--- src/rtl/bmpfb_pkg.sv ---
// ----------------------------------------------------------------------------
// bmpfb_pkg
// Types and constants shared by the BMP to framebuffer scaler modules.
// ----------------------------------------------------------------------------
package bmpfb_pkg;

   localparam int COORD_BITS      = 11;
   localparam int SCREEN_BITS     = COORD_BITS + 1;
   localparam int ADDR_BITS       = 22;
   localparam int PIXEL_BITS      = 24;
   localparam int SCREEN_STRIDE   = 800;
   localparam int SCREEN_LAST_ROW = 479;
   localparam int CSR_INDEX_BITS  = 3;
   localparam int CSR_DATA_BITS   = 11;

   localparam logic [CSR_INDEX_BITS-1:0] CSR_SRC_WIDTH   = 3'd0;
   localparam logic [CSR_INDEX_BITS-1:0] CSR_DST_WIDTH   = 3'd1;
   localparam logic [CSR_INDEX_BITS-1:0] CSR_DST_HEIGHT  = 3'd2;
   localparam logic [CSR_INDEX_BITS-1:0] CSR_COL_STEP    = 3'd3;
   localparam logic [CSR_INDEX_BITS-1:0] CSR_ROW_STEP    = 3'd4;
   localparam logic [CSR_INDEX_BITS-1:0] CSR_ORIGIN_X    = 3'd5;
   localparam logic [CSR_INDEX_BITS-1:0] CSR_ORIGIN_Y    = 3'd6;
   localparam logic [CSR_INDEX_BITS-1:0] CSR_CLIP_BORDER = 3'd7;

   typedef struct packed {
      logic [7:0] pixel_byte;
      logic       image_start;
   } req_type;

   typedef struct packed {
      logic [ADDR_BITS-1:0]  fb_address;
      logic [PIXEL_BITS-1:0] pixel_word;
      logic                  image_done;
   } rsp_type;

   typedef struct packed {
      logic [COORD_BITS-1:0] src_width;
      logic [COORD_BITS-1:0] dst_width;
      logic [COORD_BITS-1:0] dst_height;
      logic [COORD_BITS-1:0] col_step;
      logic [COORD_BITS-1:0] row_step;
      logic [COORD_BITS-1:0] origin_x;
      logic [COORD_BITS-1:0] origin_y;
      logic                  clip_border;
   } cfg_type;

   typedef struct packed {
      logic [SCREEN_BITS-1:0] screen_col;
      logic [SCREEN_BITS-1:0] screen_row;
      logic [PIXEL_BITS-1:0]  pixel;
      logic                   done;
   } cand_type;

endpackage

--- src/rtl/bmpfb_link_queue.sv ---
// ----------------------------------------------------------------------------
// bmpfb_link_queue
// Two-entry queue of selected pixels between the byte front end and the
// address back end.
// ----------------------------------------------------------------------------
module bmpfb_link_queue
   import bmpfb_pkg::*;
(
   input  logic     clock,
   input  logic     reset,
   input  logic     push,
   input  cand_type push_data,
   output logic     full,
   input  logic     pop,
   output logic     empty,
   output cand_type head
);

   logic [1:0] count_ff, count_in;
   cand_type   slot0_ff, slot0_in;
   cand_type   slot1_ff, slot1_in;
   logic       do_push, do_pop;

   assign full    = (count_ff == 2'd2);
   assign empty   = (count_ff == 2'd0);
   assign head    = slot0_ff;
   assign do_push = push && !full;
   assign do_pop  = pop && !empty;

   always_comb begin
      count_in = count_ff + {1'b0, do_push} - {1'b0, do_pop};
      if (do_pop) begin
         slot0_in = (count_ff == 2'd2) ? slot1_ff : push_data;
      end else if (count_ff == 2'd0) begin
         slot0_in = push_data;
      end else begin
         slot0_in = slot0_ff;
      end
      if (do_push && ((count_ff == 2'd1 && !do_pop) || (count_ff == 2'd2 && do_pop))) begin
         slot1_in = push_data;
      end else begin
         slot1_in = slot1_ff;
      end
   end

   always_ff @(posedge clock) begin
      if (reset) begin
         count_ff <= 2'd0;
      end else begin
         count_ff <= count_in;
      end
      slot0_ff <= slot0_in;
      slot1_ff <= slot1_in;
   end

endmodule

--- src/rtl/bmpfb_front.sv ---
// ----------------------------------------------------------------------------
// bmpfb_front
// Groups pixel bytes as blue, green, red, skips row padding and picks the
// source rows and columns that land in the output image.
// ----------------------------------------------------------------------------
module bmpfb_front
   import bmpfb_pkg::*;
(
   input  logic     clock,
   input  logic     reset,
   input  cfg_type  cfg,
   input  logic     beat_valid,
   input  req_type  beat,
   output logic     cand_push,
   output cand_type cand_data
);

   logic [1:0]            phase_ff, phase_in, phase_c;
   logic [1:0]            pad_ff, pad_in, pad_c;
   logic [COORD_BITS-1:0] src_col_ff, src_col_in, src_col_c;
   logic [COORD_BITS-1:0] src_row_ff, src_row_in, src_row_c;
   logic [COORD_BITS-1:0] out_col_ff, out_col_in, out_col_c;
   logic [COORD_BITS-1:0] out_row_ff, out_row_in, out_row_c;
   logic [COORD_BITS-1:0] sel_col_ff, sel_col_in, sel_col_c;
   logic [COORD_BITS-1:0] sel_row_ff, sel_row_in, sel_row_c;
   logic [15:0]           hold_ff, hold_in;
   logic                  row_sel, col_sel, row_end, advance, emit;
   logic [COORD_BITS-1:0] rows_left;

   always_comb begin
      phase_c   = beat.image_start ? 2'd0 : phase_ff;
      pad_c     = beat.image_start ? 2'd0 : pad_ff;
      src_col_c = beat.image_start ? '0 : src_col_ff;
      src_row_c = beat.image_start ? '0 : src_row_ff;
      out_col_c = beat.image_start ? '0 : out_col_ff;
      out_row_c = beat.image_start ? '0 : out_row_ff;
      sel_col_c = beat.image_start ? '0 : sel_col_ff;
      sel_row_c = beat.image_start ? '0 : sel_row_ff;

      row_sel = (src_row_c == sel_row_c) && (out_row_c < cfg.dst_height);
      col_sel = row_sel && (src_col_c == sel_col_c) && (out_col_c < cfg.dst_width);
      row_end = (src_col_c == COORD_BITS'(cfg.src_width - 11'd1));

      phase_in   = phase_c;
      pad_in     = pad_c;
      src_col_in = src_col_c;
      src_row_in = src_row_c;
      out_col_in = out_col_c;
      out_row_in = out_row_c;
      sel_col_in = sel_col_c;
      sel_row_in = sel_row_c;
      hold_in    = hold_ff;
      advance    = 1'b0;
      emit       = 1'b0;

      if (pad_c != 2'd0) begin
         pad_in  = pad_c - 2'd1;
         advance = (pad_c == 2'd1);
      end else if (phase_c == 2'd0) begin
         hold_in  = {hold_ff[15:8], beat.pixel_byte};
         phase_in = 2'd1;
      end else if (phase_c == 2'd1) begin
         hold_in  = {beat.pixel_byte, hold_ff[7:0]};
         phase_in = 2'd2;
      end else begin
         phase_in = 2'd0;
         if (col_sel) begin
            emit       = 1'b1;
            out_col_in = out_col_c + 11'd1;
            sel_col_in = sel_col_c + cfg.col_step;
         end
         if (row_end) begin
            if (cfg.src_width[1:0] == 2'd0) begin
               advance = 1'b1;
            end else begin
               pad_in = cfg.src_width[1:0];
            end
         end else begin
            src_col_in = src_col_c + 11'd1;
         end
      end

      if (advance) begin
         if (row_sel) begin
            out_row_in = out_row_c + 11'd1;
            sel_row_in = sel_row_c + cfg.row_step;
         end
         src_row_in = src_row_c + 11'd1;
         src_col_in = '0;
         out_col_in = '0;
         sel_col_in = '0;
      end

      rows_left            = cfg.dst_height - 11'd1 - out_row_c;
      cand_push            = beat_valid && emit;
      cand_data.screen_col = {1'b0, cfg.origin_x} + {1'b0, out_col_c};
      cand_data.screen_row = {1'b0, cfg.origin_y} + {1'b0, rows_left};
      cand_data.pixel      = {beat.pixel_byte, hold_ff};
      cand_data.done       = (out_col_c == COORD_BITS'(cfg.dst_width - 11'd1)) &&
                             (out_row_c == COORD_BITS'(cfg.dst_height - 11'd1));
   end

   always_ff @(posedge clock) begin
      if (reset) begin
         phase_ff   <= 2'd0;
         pad_ff     <= 2'd0;
         src_col_ff <= '0;
         src_row_ff <= '0;
         out_col_ff <= '0;
         out_row_ff <= '0;
         sel_col_ff <= '0;
         sel_row_ff <= '0;
         hold_ff    <= '0;
      end else if (beat_valid) begin
         phase_ff   <= phase_in;
         pad_ff     <= pad_in;
         src_col_ff <= src_col_in;
         src_row_ff <= src_row_in;
         out_col_ff <= out_col_in;
         out_row_ff <= out_row_in;
         sel_col_ff <= sel_col_in;
         sel_row_ff <= sel_row_in;
         hold_ff    <= hold_in;
      end
   end

endmodule

--- src/rtl/bmpfb_back.sv ---
// ----------------------------------------------------------------------------
// bmpfb_back
// Turns a selected pixel into a framebuffer word address, drops border
// pixels when clipping is on, and holds results in a two-entry output queue.
// ----------------------------------------------------------------------------
module bmpfb_back
   import bmpfb_pkg::*;
(
   input  logic     clock,
   input  logic     reset,
   input  cfg_type  cfg,
   input  logic     link_empty,
   input  cand_type link_head,
   output logic     link_pop,
   output logic     empty,
   input  logic     pop,
   output rsp_type  rsp_data
);

   logic [1:0] count_ff, count_in;
   rsp_type    slot0_ff, slot0_in;
   rsp_type    slot1_ff, slot1_in;
   rsp_type    result;
   logic       drop, full, do_push, do_pop;

   always_comb begin
      drop = cfg.clip_border &&
             ((link_head.screen_col == '0) ||
              (link_head.screen_col >= SCREEN_BITS'(SCREEN_STRIDE - 1)) ||
              (link_head.screen_row == '0) ||
              (link_head.screen_row >= SCREEN_BITS'(SCREEN_LAST_ROW)));
      result.fb_address = ADDR_BITS'(link_head.screen_col) +
                          ADDR_BITS'(ADDR_BITS'(link_head.screen_row) *
                                     ADDR_BITS'(SCREEN_STRIDE));
      result.pixel_word = link_head.pixel;
      result.image_done = link_head.done;
   end

   assign full     = (count_ff == 2'd2);
   assign empty    = (count_ff == 2'd0);
   assign rsp_data = slot0_ff;
   assign link_pop = !link_empty && !full;
   assign do_push  = link_pop && !drop;
   assign do_pop   = pop && !empty;

   always_comb begin
      count_in = count_ff + {1'b0, do_push} - {1'b0, do_pop};
      if (do_pop) begin
         slot0_in = (count_ff == 2'd2) ? slot1_ff : result;
      end else if (count_ff == 2'd0) begin
         slot0_in = result;
      end else begin
         slot0_in = slot0_ff;
      end
      if (do_push && ((count_ff == 2'd1 && !do_pop) || (count_ff == 2'd2 && do_pop))) begin
         slot1_in = result;
      end else begin
         slot1_in = slot1_ff;
      end
   end

   always_ff @(posedge clock) begin
      if (reset) begin
         count_ff <= 2'd0;
      end else begin
         count_ff <= count_in;
      end
      slot0_ff <= slot0_in;
      slot1_ff <= slot1_in;
   end

endmodule

--- src/rtl/bmp24_to_framebuffer_scaler.sv ---
// Path: a red byte, once accepted, is written into the link queue, and the back end
// then moves it into the output queue, whose head drives rsp_data.
// Throughput: one byte per cycle while full is low.
// Reset: synchronous; clears counters and queues and loads the register defaults
// (800, 800, 480, 1, 1, 0, 0, 0).
// ----------------------------------------------------------------------------
// bmp24_to_framebuffer_scaler
// Unpacks 24-bit BMP pixel bytes, decimates to the output size and emits
// framebuffer word writes with the image flipped vertically, less border pixels when clipping is on.
// ----------------------------------------------------------------------------
module bmp24_to_framebuffer_scaler
   import bmpfb_pkg::*;
(
   input  logic                      clock,
   input  logic                      reset,
   input  logic                      push,
   output logic                      full,
   input  req_type                   req_data,
   output logic                      empty,
   input  logic                      pop,
   output rsp_type                   rsp_data,
   input  logic                      csr_write_en,
   input  logic [CSR_INDEX_BITS-1:0] csr_index,
   input  logic [CSR_DATA_BITS-1:0]  csr_wdata
);

   cfg_type  cfg_ff, cfg_in;
   logic     beat_valid;
   logic     cand_push;
   cand_type cand_data;
   logic     link_full, link_empty, link_pop;
   cand_type link_head;

   always_comb begin
      cfg_in = cfg_ff;
      if (csr_write_en) begin
         unique case (csr_index)
            CSR_SRC_WIDTH:   cfg_in.src_width   = csr_wdata;
            CSR_DST_WIDTH:   cfg_in.dst_width   = csr_wdata;
            CSR_DST_HEIGHT:  cfg_in.dst_height  = csr_wdata;
            CSR_COL_STEP:    cfg_in.col_step    = csr_wdata;
            CSR_ROW_STEP:    cfg_in.row_step    = csr_wdata;
            CSR_ORIGIN_X:    cfg_in.origin_x    = csr_wdata;
            CSR_ORIGIN_Y:    cfg_in.origin_y    = csr_wdata;
            CSR_CLIP_BORDER: cfg_in.clip_border = csr_wdata[0];
            default:         cfg_in = cfg_ff;
         endcase
      end
   end

   always_ff @(posedge clock) begin
      if (reset) begin
         cfg_ff.src_width   <= 11'd800;
         cfg_ff.dst_width   <= 11'd800;
         cfg_ff.dst_height  <= 11'd480;
         cfg_ff.col_step    <= 11'd1;
         cfg_ff.row_step    <= 11'd1;
         cfg_ff.origin_x    <= 11'd0;
         cfg_ff.origin_y    <= 11'd0;
         cfg_ff.clip_border <= 1'b0;
      end else begin
         cfg_ff <= cfg_in;
      end
   end

   assign full       = link_full;
   assign beat_valid = push && !link_full;

   bmpfb_front u_front (
      .clock      (clock),
      .reset      (reset),
      .cfg        (cfg_ff),
      .beat_valid (beat_valid),
      .beat       (req_data),
      .cand_push  (cand_push),
      .cand_data  (cand_data)
   );

   bmpfb_link_queue u_link (
      .clock     (clock),
      .reset     (reset),
      .push      (cand_push),
      .push_data (cand_data),
      .full      (link_full),
      .pop       (link_pop),
      .empty     (link_empty),
      .head      (link_head)
   );

   bmpfb_back u_back (
      .clock      (clock),
      .reset      (reset),
      .cfg        (cfg_ff),
      .link_empty (link_empty),
      .link_head  (link_head),
      .link_pop   (link_pop),
      .empty      (empty),
      .pop        (pop),
      .rsp_data   (rsp_data)
   );

endmodule

--- config.mk ---
export PLATFORM = sky130hd
export DESIGN_NAME = bmp24_to_framebuffer_scaler
export DESIGN_NICKNAME = d
export VERILOG_FILES = /design/src/rtl/bmpfb_pkg.sv /design/src/rtl/bmpfb_link_queue.sv /design/src/rtl/bmpfb_front.sv /design/src/rtl/bmpfb_back.sv /design/src/rtl/bmp24_to_framebuffer_scaler.sv
export SDC_FILE = /design/constraint.sdc
export NUM_CORES = 1
export LEC_CHECK = 0
export ABC_AREA = 1
export BUFFER_PORTS_ARGS = -buffer_cell sky130_fd_sc_hd__buf_2
export CORE_ASPECT_RATIO = 1.75
export CORE_MARGIN = 4
export CORE_UTILIZATION = 50
export DETAILED_ROUTE_END_ITERATION = 8
export GPL_TIMING_DRIVEN = 0
export PLACE_DENSITY = 0.75
export SLEW_MARGIN = 20
export SYNTH_ARGS = -nofsm -noshare
export SYNTH_HDL_FRONTEND = slang
export SYNTH_SLANG_ARGS = --single-unit
--- constraint.sdc ---
create_clock -name clock -period 13.6 [get_ports clock]
set_input_delay 1.36 -clock clock [delete_from_list [all_inputs] [get_ports clock]]
set_output_delay 1.36 -clock clock [all_outputs]
set_load 0.02 [all_outputs]
# Word-level counts from Yosys, hierarchy flattened
# Cells that the tools add are included.
[op_classes]
n_reduce_logical = 50
bitwise_logic = 2
addsub = 18
n_mul = 1
mux = 52
eq_ne = 18
n_shift = 0
n_div = 0
magnitude_cmp = 4
[ops]
columns = ["cell", "n"]
rows = [
  ["11-bit 2-to-1 mux", 26],
  ["49-bit 2-to-1 mux", 3],
  ["47-bit 2-to-1 mux", 3],
  ["11-bit equality test", 5],
  ["11-bit by 1-bit adder with 11-bit output (second input constant)", 4],
  ["11-bit by 1-bit subtractor with 11-bit output (second input constant)", 3],
  ["11-bit by 11-bit adder with 12-bit output", 2],
  ["12-bit logical NOT", 2],
  ["11-bit adder", 2],
  ["12-bit by 22-bit adder with 22-bit output", 1],
  ["11-bit < comparator", 2],
  ["2-bit 2-to-1 mux", 10],
  ["1-bit logical AND", 18],
  ["12-bit by 5-bit multiplier with 17-bit output (second input constant)", 1],
  ["2-bit AND reduction", 8],
  ["3-bit equality test (second input constant)", 4],
  ["12-bit by 10-bit greater-or-equal comparator with 1-bit output (second input constant)", 1],
  ["12-bit by 9-bit greater-or-equal comparator with 1-bit output (second input constant)", 1],
  ["11-bit subtractor", 1],
  ["1-bit 2-to-1 mux", 9],
  ["2-bit by 1-bit equality test with 1-bit output (second input constant)", 4],
  ["2-bit logical NOT", 4],
  ["8-bit 2-to-1 mux", 1],
  ["1-bit logical NOT", 7],
  ["12 further kinds", 23],
]
[totals]
n_memories = 0
ramBits = 0
rom_bits = 0
word_cells = 179
register_bits = 360
latchBits = 0

# Depth between registers and ports, before layout
[depth]
ltp_word = 13
ltp_mapped = 22
depth_no_buf = 22

# By module
# A second synthesis with hierarchy kept.
[unflattened]
cells_unflattened = 2909
area_unflattened_um2 = 21919.8
[modules_own_cells]
columns = ["mod", "cells_per_inst", "area_per_inst_um2", "instances"]
rows = [
  ["bmpfb_front", 1592, 9395.3, 1],
  ["bmpfb_back", 585, 5660.4, 1],
  ["bmpfb_link_queue", 288, 3797.4, 1],
  ["bmp24_to_framebuffer_scaler", 444, 3066.7, 1],
]

# Worst setup path before layout
# OpenSTA, ideal clock, no wires.
[synth_timing]
path_kind = "input -> register"
start = "input port req_data[0] (netlist name)"
end = "register u_link.slot1_ff[0] (netlist name) (enable)"
stages = 17
t_arrival_ns = 4.504
setup_ns = 0.410
path_slack_ns = 8.686
path_cell_list = "buf_4 -> buf_6 -> clkbuf_1 -> clkbuf_1 -> nor2_1 -> inv_1 -> ha_1 -> o21ai_0 -> nand2_1 -> nand2_1 -> nand2_1 -> nand3_2 -> nor2_8 -> nand2_4 -> buf_6 -> nor2_1 -> o21a_1"
[synth_via]
elab_chain_len = 12
word_cells_on_any_way = 25
[synth_rtl]
columns = ["element", "line_no", "source"]
rows = [
  ["start, declared", "bmp24_to_framebuffer_scaler.sv:18", "input req_type req_data,"],
  ["11-bit 2-to-1 mux (on tied branches)", "bmpfb_front.sv:36, bmpfb_front.sv:34, bmpfb_front.sv:38", ""],
  ["11-bit < comparator or 11-bit equality test (tied branches)", "bmpfb_front.sv:40", "row_sel = (src_row_c == sel_row_c) && (out_row_c < cfg.dst_height);"],
  ["1-bit logical AND", "bmpfb_front.sv:40", ""],
  ["1-bit logical AND (2 in a row)", "bmpfb_front.sv:41", "col_sel = row_sel && (src_col_c == sel_col_c) && (out_col_c < cfg.dst_width);"],
  ["1-bit 2-to-1 mux", "bmpfb_front.sv:67", "if (col_sel) begin"],
  ["1-bit 2-to-1 mux", "bmpfb_front.sv:62", "end else if (phase_c == 2'd1) begin"],
  ["1-bit 2-to-1 mux", "bmpfb_front.sv:59", "end else if (phase_c == 2'd0) begin"],
  ["1-bit 2-to-1 mux (*)", "bmpfb_front.sv:56", "if (pad_c != 2'd0) begin"],
  ["1-bit logical AND (*)", "bmpfb_front.sv:95", "cand_push = beat_valid && emit;"],
  ["1-bit logical AND (*)", "bmpfb_link_queue.sv:27", "assign do_push = push && !full;"],
  ["1-bit logical AND (*)", "bmpfb_link_queue.sv:39", "if (do_push && ((count_ff == 2'd1 && !do_pop) || (count_ff == 2'd2 && do_pop))) begin"],
  ["end signal, assigned", "bmpfb_link_queue.sv:53", "slot1_ff <= slot1_in;"],
  ["end, declared", "bmpfb_link_queue.sv:21", "cand_type slot1_ff, slot1_in;"],
]
# Every way passes the cells marked *; elsewhere a longest branch is shown, timed or not.
# A chain may end at the register's enable or synchronous reset.

# Final worst setup path
[layout_timing]
start = "input port req_data[0] (netlist name)"
end = "register u_link.slot1_ff[34] (netlist name) (enable)"
# Same word-level chain as after synthesis.

==> run summary <==
Sequential share of the synthesized area: 0.427
CP Class: in -> reg
Core ar.: 0.0424 mm^2
Status: complete, no violations
Layout overhead on the synthesized area: 11.4%
Drc violations: 0
CTS H-tree lvls: 2
CTS-repair resized insts: 0
Post-Synthesis Cells: 2742
Syn avg cell area: 7.80 um^2
Static Leak: 10.6 nW
CP required: 13.84 ns
Relative max-transition margin: 0.366
Final setup violation count: 0
Vias in the first global route: 18.9k
Crit path launch type: input pin
CTS tree: yes
Crit Path Max Fanout: 25
EDFF count, synth: 192
Async SR Flop Fraction: 0
Starting Density: 0.504
Std cell rows: 100
Hold Path Stages: 0
Final Core Density: 0.562
Synth area leaders: edfxtp_1 27%, dfxtp_1 16%, nand2_1 13%, ha_1 8.4%, inv_1 5.6%
Hold_buf cts: 0
Initial DRC Count: 1362
Post-CTS Repair Setup Buffers: 0
Layout cells sized above 1: 0.0704
Cell taking the most area after synthesis: edfxtp_1
Arrival time worst endpoint: 6.13 ns
Ys flop type: edfxtp_1
Hold Fails Final Rpt: 0
Hold Crit Class: reg -> reg
Period utilization: 0.433
Final layout net count: 3045
HPWL after DPL: 46200 um
Die ar.: 0.0463 mm^2
GR Overflow Total: 0
Synth unique cells: 49
CTS Root Buffer Type: clkbuf_16
R2R cell count: 19
Die Height: 282 um
Routability cong.: 0.988
Crit end category: register
Crit path time final: 5.88 ns
Fin. max-slew vios: 0
Gr usage total: 0.254
Ports: 77
ANT nets after route: 0
First-pass iteration count of the detailed router: 6
Worst Tran Pin Value: 0.950 ns
Clock sink count: 360
Clock latency on the worst-skew pair: 0.55 ns
VDD IR max: 0.314 mV
Mapped Nets: 2926
Area fraction of the dominant cell type after synthesis: 0.270
Routed WL: 59200 um
CTS Buf Count: 36
Max-cap check violation count: 0
Largest net degree at the start of global routing: 27
Antenna violations before repair: 0
Synth Warn #: 0
CTS Buffer Depth: 3
DR WL/cell: 17.2 um
Antenna cells: 0
Avg Vias per Cell: 5.45
RSZ-0062 raised after global routing: false
First-pass GRT wire length: 93100 um
I/O Buffers: 76
PwrDens: 215 mW/mm^2
Die Width: 164 um
Yosys reg bits: 360
Clock-pin slew on the worst setup and hold paths: 0.07 ns
Final TNS setup: 0 ns
Via count: 18.8k
Synthesized cell area: 0.0214 mm^2
FMAX: 170 MHz
Clock skew: 0.0190 ns
## layout make-up
cell class                 instances  area, um^2
multi-input combinational       1960       10600
sequential                       360        9130
fill                            3872       18600
clock inverter                    16         143
buffer                            92         450
timing repair buffer              81         518
tap                              561         702
inverter                         330        1240
clock buffer                      46        1040
## cell families (layout without fill, tap and decap cells)
logic type               count (synthesis)  in the layout  share of synthesized area
AO/OA/AOI/OAI                          404            404                      0.102
AND/OR/NAND/NOR                       1293           1293                      0.253
XOR/XNOR                               107            107                     0.0438
flip-flops                             360            360                      0.427
adder cells (fa/ha/maj)                156            156                     0.0958
buffers and inverters                  422            565                     0.0790
## routing by layer
metal	wire length, um	track usage	vias to the layer above
met5	0	0	-
met4	5030	0.185	0
met3	3140	0.0271	260
met2	31000	0.479	694
met1	20100	0.251	8625
li1	-	-	9213
## cells in the mapped netlist (11+ instances only)
master	count
nor2_1	280
nand3_1	156
fa_1	13
inv_1	321
nand4_1	44
edfxtp_1	192
xor2_1	81
nand2_1	730
o21ai_0	173
o211ai_1	17
xnor2_1	26
ha_1	143
clkbuf_1	64
nor3_1	25
a21oi_1	167
nand3b_1	11
dfxtp_1	168
## worst max-delay path, cell delays in order
cell and delay (ns):
buf_2 0.17, buf_4 0.24, buf_6 0.19, clkbuf_1 0.63, clkbuf_1 0.59, nor2_1 0.23
inv_1 0.21, ha_1 0.17, o21ai_0 0.21, nand2_1 0.12, nand2_1 0.07, nand2_1 0.14
nand3_2 0.15, nor2_8 0.21, nand2_4 0.09, buf_6 0.15, nor2_1 0.26, o21a_2 0.64
buf_16 0.25
## cells in the final DEF, fill, tap and decap left out, types with 13 or more instances in the layout
master / Yosys / layout
xnor2_1: 26 / 26
fa_1: 13 / 13
inv_1: 321 / 321
o211ai_1: 17 / 17
buf_2: 9 / 85
nor2_1: 280 / 280
a21oi_1: 167 / 167
nor3_1: 25 / 25
nand2_1: 730 / 730
nand4_1: 44 / 44
clkbuf_16: 0 / 39
o21ai_0: 173 / 171
dfxtp_1: 168 / 168
edfxtp_1: 192 / 192
ha_1: 143 / 143
clkbuf_1: 64 / 67
nand3_1: 156 / 156
xor2_1: 81 / 81
## report_power, final
part	internal [mW]	switching, mW
registers	1.55	0.0900
logic	0.839	1.63
clock network	0.568	0.437
## sequential cells by signal, indices dropped and copies added, names as in the netlist
register	cells
cfg_ff	78
u_link.head	49
u_link.slot1_ff	49
u_back.rsp_data	47
u_back.slot1_ff	47
u_front.hold_ff	16
u_front.out_col_ff	11
u_front.out_row_ff	11
u_front.sel_col_ff	11
u_front.sel_row_ff	11
u_front.src_col_ff	11
u_front.src_row_ff	11
u_back.count_ff	2
u_front.pad_ff	2
u_front.phase_ff	2
u_link.count_ff	2
## final timing paths
kind / end / slack, ns / start
hold / removal: u_link.slot1_ff[3]$_DFFE_PP_ / 0.43 / u_front.hold_ff[2]$_SDFFE_PP0P_
hold reg to reg: u_link.slot1_ff[3]$_DFFE_PP_ / 0.43 / u_front.hold_ff[2]$_SDFFE_PP0P_
setup / recovery: u_link.slot1_ff[34]$_DFFE_PP_ / 7.72 / req_data[0]
setup reg to reg: u_back.rsp_data[46]$_DFFE_PP_ / 9.56 / u_link.head[30]$_DFFE_PP_
## through the flow
step / total power [mW] / worst slack [ns] / cell area [um^2] / hold WS [ns] / std cells
6_report: 5.11 / 7.72 / 23800 / 0.429 / 3446
5_1_grt: 5.54 / 7.63 / 23800 / 0.438 / 3446
4_1_cts: 5.12 / 7.97 / 23800 / 0.427 / 3446
3_5_place_dp: 4.10 / 7.41 / 22600 / 0.415 / 3384
3_3_place_gp: 3.98 / 6.62 / 22500 / 0.409 / 3379
2_1_floorplan: 3.51 / 8.69 / 21400 / 0.408 / 2742
Note: power is estimated with default switching activity, not from simulation.
